[src/hdl/gfmpi_pkg.sv]
// Shared types, constants and the GF(2^16) multiply function.
package gfmpi_pkg;

  localparam int unsigned W          = 16;
  localparam int unsigned NUM_ROUNDS = 16;
  localparam int unsigned POLY_W     = 6;

  // x^16 reduces to x^5 + x^3 + x + 1
  localparam logic [POLY_W-1:0] POLY_LOW = 6'h2B;
  localparam logic [W-1:0]      INV_EXP  = 16'hFFFE;
  localparam logic [W-1:0]      GF_ONE   = 16'h0001;

  typedef logic [1:0] mode_t;
  localparam mode_t MODE_MUL = 2'd0;
  localparam mode_t MODE_POW = 2'd1;
  localparam mode_t MODE_INV = 2'd2;
  localparam mode_t MODE_NOP = 2'd3;

  // Data carried from one cell to the next.
  typedef struct packed {
    logic [W-1:0] acc;
    logic [W-1:0] base;
    logic [W-1:0] expo;
  } lane_t;

  // Carry-less product, then two folds of the high half by the polynomial.
  function automatic logic [W-1:0] gf_mul(input logic [W-1:0] x, input logic [W-1:0] y);
    logic [2*W-2:0]      p;
    logic [W-2:0]        h;
    logic [W+POLY_W-2:0] t;
    logic [POLY_W-2:0]   g;
    logic [W-1:0]        r;
    p = '0;
    for (int i = 0; i < W; i++) begin
      if (y[i]) p = p ^ ({{(W-1){1'b0}}, x} << i);
    end
    h = p[2*W-2:W];
    t = {{(POLY_W-1){1'b0}}, p[W-1:0]};
    for (int j = 0; j < POLY_W; j++) begin
      if (POLY_LOW[j]) t = t ^ ({{POLY_W{1'b0}}, h} << j);
    end
    g = t[W+POLY_W-2:W];
    r = t[W-1:0];
    for (int j = 0; j < POLY_W; j++) begin
      if (POLY_LOW[j]) r = r ^ ({{(W-POLY_W+1){1'b0}}, g} << j);
    end
    return r;
  endfunction

endpackage

[src/hdl/gfmpi_cell.sv]
// One square-and-multiply round: consumes the low exponent bit and passes on.
module gfmpi_cell (
  input  logic            clk,
  input  logic            rst,
  input  logic            in_valid,
  input  gfmpi_pkg::lane_t in_lane,
  output logic            out_valid,
  output gfmpi_pkg::lane_t out_lane
);

  gfmpi_pkg::lane_t lane_next;

  always_comb begin
    lane_next.acc  = in_lane.expo[0] ? gfmpi_pkg::gf_mul(in_lane.acc, in_lane.base)
                                     : in_lane.acc;
    lane_next.base = gfmpi_pkg::gf_mul(in_lane.base, in_lane.base);
    lane_next.expo = {1'b0, in_lane.expo[gfmpi_pkg::W-1:1]};
  end

  always_ff @(posedge clk) begin
    if (rst) begin
      out_valid <= 1'b0;
    end else begin
      out_valid <= in_valid;
    end
  end

  always_ff @(posedge clk) begin
    out_lane <= lane_next;
  end

endmodule

[config.mk]
export PLATFORM = sky130hd
export DESIGN_NAME = gfmpi_cell
export DESIGN_NICKNAME = d
export VERILOG_FILES = /design/src/hdl/gfmpi_pkg.sv /design/src/hdl/gfmpi_cell.sv
export SDC_FILE = /design/constraint.sdc
export NUM_CORES = 1
export LEC_CHECK = 0
export BUFFER_PORTS_ARGS = -buffer_cell sky130_fd_sc_hd__buf_4
export CAP_MARGIN = 20
export CORE_ASPECT_RATIO = 1.75
export CORE_MARGIN = 2
export CORE_UTILIZATION = 60
export CTS_BUF_LIST = sky130_fd_sc_hd__clkbuf_16
export CTS_CLUSTER_SIZE = 16
export DETAILED_ROUTE_END_ITERATION = 10
export GPL_TIMING_DRIVEN = 0
export PLACE_DENSITY = 0.83
export SYNTH_ARGS = -nofsm -noshare
export SYNTH_HDL_FRONTEND = slang
export SYNTH_SLANG_ARGS = --single-unit
export TNS_END_PERCENT = 1
[constraint.sdc]
create_clock -name clk -period 5.3 [get_ports clk]
set_input_delay 1.06 -clock clk [delete_from_list [all_inputs] [get_ports clk]]
set_output_delay 1.06 -clock clk [all_outputs]
set_load 0.01 [all_outputs]
==> impl_metrics.toml, run 1 <==
[finish]
design_area_um2 = 6180
n_fill_cell = 750
utilization = 0.713
diodes = 0
drive_gt1_frac = 0.180
num-nets-final = 836
area_delta_synth_final_pct = 15.1
final_common_cell = "nand2_1"
most-common-layout-cells = "256 x nand2_1, 212 x xnor2_1, 76 x buf_4"

[timing]
finalCriticalPeriod_ps = 3360
setup_viol = 0
rsz0062_at_grt = "false"
max_freq_ghz = 0.298
whs_ps = 875
slew_headroom = 0.493
fin_crit_sh = 0.633
tightest_slew_ps = 760
finalHoldViolCount = 0
fin_tns_setup_ps = 0
slew_violations = 0

[synthesis]
ys_seq_area_frac = 0.179
synthXorXnorAreaFrac = 0.519
synth_compound_area_frac = 0.0142
synth_nets = 760
synthAdderAreaFrac = 0.00699
synth_top_family_by_area = "XOR/XNOR gates"
yosys_warnings = 0
netlist_instances = 706
netlist_area_um2 = 5370
synthSimpleGateAreaFrac = 0.192
yosys-mux-area-fraction = 0.0245
postSynthAreaPerCell_um2 = 7.61
ys_types = 29
synth_seq_cells = 48

[drt]
routed_via_density = 5.41
firstDrtPassIters = 5
wl_per_cell_um = 17.4
finalWirelength_mm = 15.7
drt_iter0_drc = 251
ant_nets = 0
drc = 0
num_vias = 4866

[run_status]
status = "completed"

[power]
p_per_area_nw_per_um2 = 382
ir_drop_mv = 0.193
leakage_nw = 2.65

[cts]
path_clk_slew_ps = 60
hold_buffers = 0
cts-buffers-inserted = 5
clock_path_buffers = 2
post_cts_buffers = 0
ctsRootBufferMaster = "clkbuf_16"
h-tree-depth = 2
cts_num_sinks = 48
ctsResizeCount = 0
cts_tree = "built"

[floorplanning]
pin_count = 100
core_um2 = 8670
die_w_um = 75.5
fp.dieH_um = 129
core.rowCount = 45
start_util = 0.619
dieArea_um2 = 9750

[hold_path]
hold_path.class = "in -> reg"

[place]
hpwlAfterDp_mm = 12.0
gp_congestion = 0.993
io_buffer_count = 69
place_area_um2 = 6030

[grt]
antenna_found_initial = 0
grt_pass1_wl_mm = 23.9
grt_use_total = 0.325
grt-ovfl-total = 0
grt_max_degree = 17
grt_pass1_vias = 4922

[worst_setup_path]
cp-start-kind = "primary input"
cp.arrival_ps = 3520
required_ps = 5470
end_kind = "flop"
crit_path_max_fanout = 10
crit_type = "in -> reg"

[flow_run]
cap_violations = 0
[sequential cells by signal, summed over array words and instances, names as in the netlist]
register / cells
out_lane: 47
out_valid: 1
[area by class of cell]
class,count,area (um2),share of cell area
Sequential cell,48,961,0.155
Clock buffer,5,125,0.0202
Timing Repair Buffer,69,518,0.0838
Inverter,2,7.51,0.00121
Buffer,67,333,0.0538
Multi-Input combinational cell,589,4070,0.658
Clock inverter,3,22.5,0.00364
Tap cell,117,146,0.0237
[worst max-delay path, stage by stage]
cell and delay (ps):
buf_4 120, buf_2 220, buf_2 330, nand2_1 110, xor2_1 170, xnor2_1 140
xnor2_1 520, xor2_1 320, xnor2_1 130, xnor2_1 130, mux2_2 290
[logic make-up after synthesis]
logic type | Yosys count
other | 1
adders and majority gates | 3
xor gates and xnor gates | 291
buffers and inverters | 69
AOI/OAI and AO/OA | 13
muxes | 12
DFF | 48
and+or+nand+nor | 269
[final timing paths]
path	to	depth (start not counted)	startpoint	slack, ps
min	out_lane[7]	1	in_lane[8]	880
max	out_lane[41]	11	in_lane[30]	1940
[report_power, final]
group | total [mW] | internal (mW) | switching (mW)
sequential | 0.486 | 0.462 | 0.0243
clock | 0.301 | 0.176 | 0.125
combinational | 1.57 | 0.824 | 0.749
total | 2.36 | 1.46 | 0.899
[synth_stat cells]
cell type	instances	area, um2
xnor3_1	10	225
buf_1	1	3.75
mux2_2	9	101
nor2_1	6	22.5
ha_1	3	37.5
buf_2	38	190
buf_6	1	11.3
nor2b_1	1	6.26
clkbuf_1	20	75.1
a21boi_0	1	7.51
xnor3_2	2	47.6
mux2i_1	3	30.0
nand2_1	256	961
xor2_1	60	526
xnor2_1	212	1860
nand2b_1	4	25.0
xnor2_2	5	81.3
and3_1	1	6.26
a211o_1	1	8.76
xor3_1	1	23.8
buf_4	7	52.6
dfxtp_1	48	961
a221o_1	1	10.0
a21oi_1	7	35.0
conb_1	1	3.75
o21ai_0	3	15.0
xnor2_4	1	27.5
nand2_4	1	11.3
inv_1	2	7.51
[routing by layer]
metal	GRT usage	share of wire	vias to the layer above
li1	-	-	2250
met1	0.320	0.32	2231
met2	0.580	0.52	273
met3	0.0358	0.072	112
met4	0.263	0.081	0
met5	0	0	-
[stage by stage]
| stage | cells | setup WS (ps) | power, mW |
|---|---|---|---|
| 2_1_floorplan | 706 | 2080 | 1.69 |
| 3_5_place_dp | 892 | 1710 | 2.05 |
| 3_3_place_gp | 892 | 1720 | 2.01 |
| 6_report | 900 | 1940 | 2.36 |
| 5_1_grt | 900 | 1890 | 2.49 |
| 4_1_cts | 900 | 1980 | 2.36 |
Note: power is estimated with default switching activity, not from simulation.
==> run 2, diff against run 1 <==
--- a/config.mk
+++ b/config.mk
@@ -5,16 +5,17 @@
 export SDC_FILE = /design/constraint.sdc
 export NUM_CORES = 1
 export LEC_CHECK = 0
+export ABC_AREA = 1
 export BUFFER_PORTS_ARGS = -buffer_cell sky130_fd_sc_hd__buf_4
 export CAP_MARGIN = 20
 export CORE_ASPECT_RATIO = 1.75
 export CORE_MARGIN = 2
-export CORE_UTILIZATION = 60
+export CORE_UTILIZATION = 54
 export CTS_BUF_LIST = sky130_fd_sc_hd__clkbuf_16
 export CTS_CLUSTER_SIZE = 16
 export DETAILED_ROUTE_END_ITERATION = 10
 export GPL_TIMING_DRIVEN = 0
-export PLACE_DENSITY = 0.83
+export PLACE_DENSITY = 0.77
 export SYNTH_ARGS = -nofsm -noshare
 export SYNTH_HDL_FRONTEND = slang
 export SYNTH_SLANG_ARGS = --single-unit
==> constraint.sdc (replaced) <==
create_clock -name clk -period 2.9 [get_ports clk]
set_input_delay 0.58 -clock clk [delete_from_list [all_inputs] [get_ports clk]]
set_output_delay 0.58 -clock clk [all_outputs]
set_load 0.01 [all_outputs]
==> run 2 against run 1 <==
Against the previous run: clock power up 88%; sequential power up 68%; power up 50%; worst setup slack worse by 1400 ps; global-route usage up 0.23 points; worst hold slack worse by 490 ps; cell count up 66%; die area up 42%; area after synthesis up 29%; via count up 58%.
==> impl_metrics.toml, run 2 <==
[hold_path]
hold_path.class = "in -> reg"

[floorplanning]
fp.dieH_um = 154
start_util = 0.555
dieArea_um2 = 13800
pin_count = 100
core_um2 = 12500
die_w_um = 89.7
core.rowCount = 54

[drt]
top_layer = "met4"
ant_nets = 0
num_vias = 7666
firstDrtPassIters = 6
wl_met3_mm = 1.17
drc = 0
drt-met1-wl_mm = 7.65
routed_via_density = 5.12
wl_per_cell_um = 14.7
route.met2.wl_mm = 10.7
drt_iter0_drc = 444
finalWirelength_mm = 22.1

[synthesis]
synth_edf_count = 0
synthAdderAreaFrac = 0.00541
synthSimpleGateAreaFrac = 0.478
netlist_instances = 1244
synthArstFlopShare = 0
synth_seq_cells = 48
synth_top_cell_area_share = 0.346
synth_top_cells_by_count = "639 x nand2_1, 115 x inv_1, 112 x nand3_1"
yosys_warnings = 0
ys_types = 29
synth_area_leader_cell = "nand2_1"
synth.most_common_cell = "nand2_1"
synthXorXnorAreaFrac = 0.246
synth_area_leaders = "nand2_1 35%, dfxtp_1 14%, xnor2_1 14%, xor2_1 9.3%, nand3_1 8.1%"
synth_nets = 1298
ys.flop_type = "dfxtp_1"
postSynthAreaPerCell_um2 = 5.58
synth_compound_area_frac = 0.00289
ys_seq_area_frac = 0.139
yosys-mux-area-fraction = 0
synth_top_family_by_area = "simple AND/OR/NAND/NOR gates"
netlist_area_um2 = 6940

[finish]
reg_top3 = "out_lane (47), out_valid (1)"
most-common-layout-cells = "639 x nand2_1, 115 x inv_1, 112 x nand3_1"
largest_reg_flops = 47
diodes = 0
area_delta_synth_final_pct = 13.6
final_common_cell = "nand2_1"
num-nets-final = 1383
drive_gt1_frac = 0.129
top_register = "out_lane"

[cts]
ctsResizeCount = 0
cts_tree = "built"
hold_buffers = 0
path_clk_slew_ps = 60
h-tree-depth = 2
post_cts_buffers = 0
cts-buffers-inserted = 5
ctsRootBufferMaster = "clkbuf_16"
cts_num_sinks = 48
clock_path_buffers = 2

[power]
leakage_nw = 4.54
power_mw = 3.54
clockPowerShare = 0.160
p_int_mw = 1.95
p_switching_mw = 1.59
seqPwrFrac = 0.230
pwr-share-comb = 0.610
swShare = 0.450
ir_drop_mv = 0.241
p_per_area_nw_per_um2 = 449

[grt]
grt_pass1_wl_mm = 34.7
grt_max_degree = 17
antenna_found_initial = 0
grt_use_total = 0.327
grt_pass1_vias = 7279
grt-ovfl-total = 0

[place]
gp_congestion = 1.01
io_buffer_count = 78
hpwlAfterDp_mm = 17.3

[worst_setup_path]
cp.arrival_ps = 2520
required_ps = 3090
end_kind = "flop"
crit_path_max_fanout = 10
cp-start-kind = "primary input"
crit_type = "in -> reg"

[run_status]
status = "completed"

[timing]
fin_tns_setup_ps = 0
slew_headroom = 0.639
finalHoldViolCount = 0
finalCriticalPeriod_ps = 2330
max_freq_ghz = 0.429
slew_violations = 0
rsz0062_at_grt = "false"
fin_crit_sh = 0.804
setup_viol = 0
tightest_slew_ps = 541

[flow_run]
cap_violations = 0
==> run 2: changes by cell type in the layout (fill, tap and decap cells not counted), sizes merged, moves of 18 or more <==
cell,delta
buf,+26
inv,+116
nand2,+394
nand3,+112
nor2,+18
xnor2,-107
==> run 2: area by class of cell <==
class	instances	area, um2
tap	168	210
clock buffer	5	125
sequential	48	961
inverter	118	443
multi-input combinational	1009	5080
clock inverter	3	21.3
fill	1306	4620
timing repair buffer	78	586
buffer	69	453
==> run 2: stage by stage <==
step / worst slack (ps) / utilization / hold WS (ps) / area (um2) / instances
2_1_floorplan: 848 / - / 608 / 6940 / 1244
3_3_place_gp: 335 / 0.619 / 684 / 7730 / 1490
3_5_place_dp: 301 / 0.619 / 686 / 7730 / 1490
4_1_cts: 609 / 0.630 / 383 / 7880 / 1498
5_1_grt: 375 / 0.630 / 380 / 7880 / 1498
6_report: 568 / 0.630 / 389 / 7880 / 1498
==> run 2: path summary, 6_finish.rpt <==
kind | startpoint | end | cells after the start
worst max-delay path | in_lane[31] | out_lane[47] | 15
worst min-delay path | in_lane[13] | out_lane[12] | 1
==> run 2: power groups by stage <==
stage          Combinational [mW]  Clock, mW  Sequential [mW]
2_1_floorplan                1.47          0            0.896
3_3_place_gp                 2.09          0            0.827
3_5_place_dp                 2.14          0            0.831
4_1_cts                      2.14      0.577            0.817
5_1_grt                      2.43      0.606            0.829
6_report                     2.16      0.566            0.815
==> run 2: cell families (layout without fill, tap and decap cells) <==
group,Yosys count,in the layout
adders and majority gates,3,3
other,1,1
and+or+nand+nor,813,813
buffers and inverters,187,273
xor gates and xnor gates,188,188
DFF,48,48
AOI/OAI and AO/OA,4,4
==> run 2: per-layer routing <==
layer  vias to the layer above  global-route usage
li1                       3880                   -
met3                       121              0.0268
met1                      3379               0.324
met4                         0               0.335
met5                         -                   0
met2                       286               0.551
==> run 2: worst max-delay path, cell delays in order <==
cell	delay, ps
buf_4	80
clkbuf_2	280
buf_4	240
buf_4	240
nand2_1	180
inv_1	130
nand2_1	80
nand2_1	150
inv_1	90
nand2_1	90
nand3b_1	80
nand2_1	90
nand3_1	70
nand3_1	80
nand2_1	50
==> run 3, diff against run 2 <==
==> constraint.sdc (replaced) <==
create_clock -name clk -period 1.9 [get_ports clk]
set_input_delay 0.38 -clock clk [delete_from_list [all_inputs] [get_ports clk]]
set_output_delay 0.38 -clock clk [all_outputs]
set_load 0.01 [all_outputs]
==> run 3 against run 2 <==
Against the previous run: via count increased by 5.1%; largest power group unchanged; first-iteration DRC count grew 56%; worst setup slack lost 520 ps; sequential share of layout area is 1.5 points lower; global-route usage is 0.13 points higher; highest routed layer unchanged; cell count increased by 1.4%; clock-buffer cell count unchanged; design area rose by 14%.
==> impl_metrics.toml, run 3 (synthesized netlist as in run 2, its figures left out) <==
[finish]
reg_top3 = "out_lane (47), out_valid (1)"
most-common-layout-cells = "566 x nand2_1, 109 x inv_1, 104 x buf_4"
final_common_cell = "nand2_1"
num-nets-final = 1404
diodes = 0
largest_reg_flops = 47
design_area_um2 = 8970
utilization = 0.718
drive_gt1_frac = 0.232
area_delta_synth_final_pct = 29.3
top_register = "out_lane"
fin_cells = 1519

[cts]
cts_tree = "built"
clock_path_buffers = 2
h-tree-depth = 2
cts_num_sinks = 48
path_clk_slew_ps = 60
ctsRootBufferMaster = "clkbuf_16"
hold_buffers = 0
cts-buffers-inserted = 5

[grt]
grt_max_degree = 17
grt-ovfl-total = 0
grt_use_total = 0.328
grt_pass1_vias = 7321
antenna_found_initial = 0
grt_pass1_wl_mm = 34.9

[timing]
final.setup.worst_slack_ps = 44.4
whs_ps = 189
fin_crit_sh = 0.977
finalHoldViolCount = 0
slew_headroom = 0.649
setup_viol = 0
tightest_slew_ps = 526
finalCriticalPeriod_ps = 1860
max_freq_ghz = 0.539
slew_violations = 0
fin_tns_setup_ps = 0
rsz0062_at_grt = "true"

[place]
dp.cells = 1490
place_area_um2 = 7730
hpwlAfterDp_mm = 17.3
io_buffer_count = 78
gp_congestion = 1.01
dp_slack_ps = -499

[worst_setup_path]
cp.arrival_ps = 2040
end_kind = "flop"
startpoint = "in_lane[30]"
crit_path_max_fanout = 6
crit_type = "in -> reg"
required_ps = 2080
cp-start-kind = "primary input"

[floorplanning]
core_um2 = 12500
die_w_um = 89.7
fp.dieH_um = 154
start_util = 0.555
core.rowCount = 54
pin_count = 100
dieArea_um2 = 13800

[power]
power_mw = 5.97
ir_drop_mv = 0.370
p_per_area_nw_per_um2 = 665
leakage_nw = 4.97

[hold_path]
hold_path.class = "in -> reg"
min-delay-start = "in_lane[13]"

[drt]
drt_iter0_drc = 694
ant_nets = 0
drc = 0
finalWirelength_mm = 24.0
routed_via_density = 5.30
num_vias = 8055
firstDrtPassIters = 5
wl_per_cell_um = 15.8

[run_status]
status = "completed"

[flow_run]
cap_violations = 0
## run 3: worst paths after layout
path  slack [ps]  depth (start not counted)      endpoint
max           40                         13  out_lane[45]
min          190                          1  out_lane[12]
## run 3: critical path, stage by stage
cell,delay [ps]
buf_8,110
buf_12,140
buf_8,130
nand2_2,60
xnor2_2,210
xor2_1,170
nand2_1,140
nand2_4,150
buf_4,120
xor2_1,160
nand3_1,110
nand3_1,100
nand2_1,50
## run 3: cell type report
class,count,area [um2]
multi-input cells,1009,5620
repair buffers,100,857
fillers,1113,3530
flip-flops and latches,48,961
clock inverters,3,21.3
inverters,118,445
clock buffers,5,125
well taps,168,210
plain buffers,68,733
## run 3: what timing repair did
item | CTS | global route
pin swaps | 2 | 65
gates resized for setup | 21 | 222
setup endpoints to repair | 21 | 19
gates cloned | 0 | 5
setup buffers | 0 | 17
## run 3: where the power goes
group	switching (mW)	internal [mW]	leakage, nW
registers	0.0474	1.20	0.405
logic	2.29	1.58	4.49
clock network	0.368	0.492	0.0722
## run 3: metal layers
layer	track usage	part of all wire	vias to the layer above
met5	0	0	-
met4	0.335	0.11	0
met3	0.0268	0.067	141
met2	0.554	0.49	409
met1	0.324	0.33	3575
li1	-	-	3930
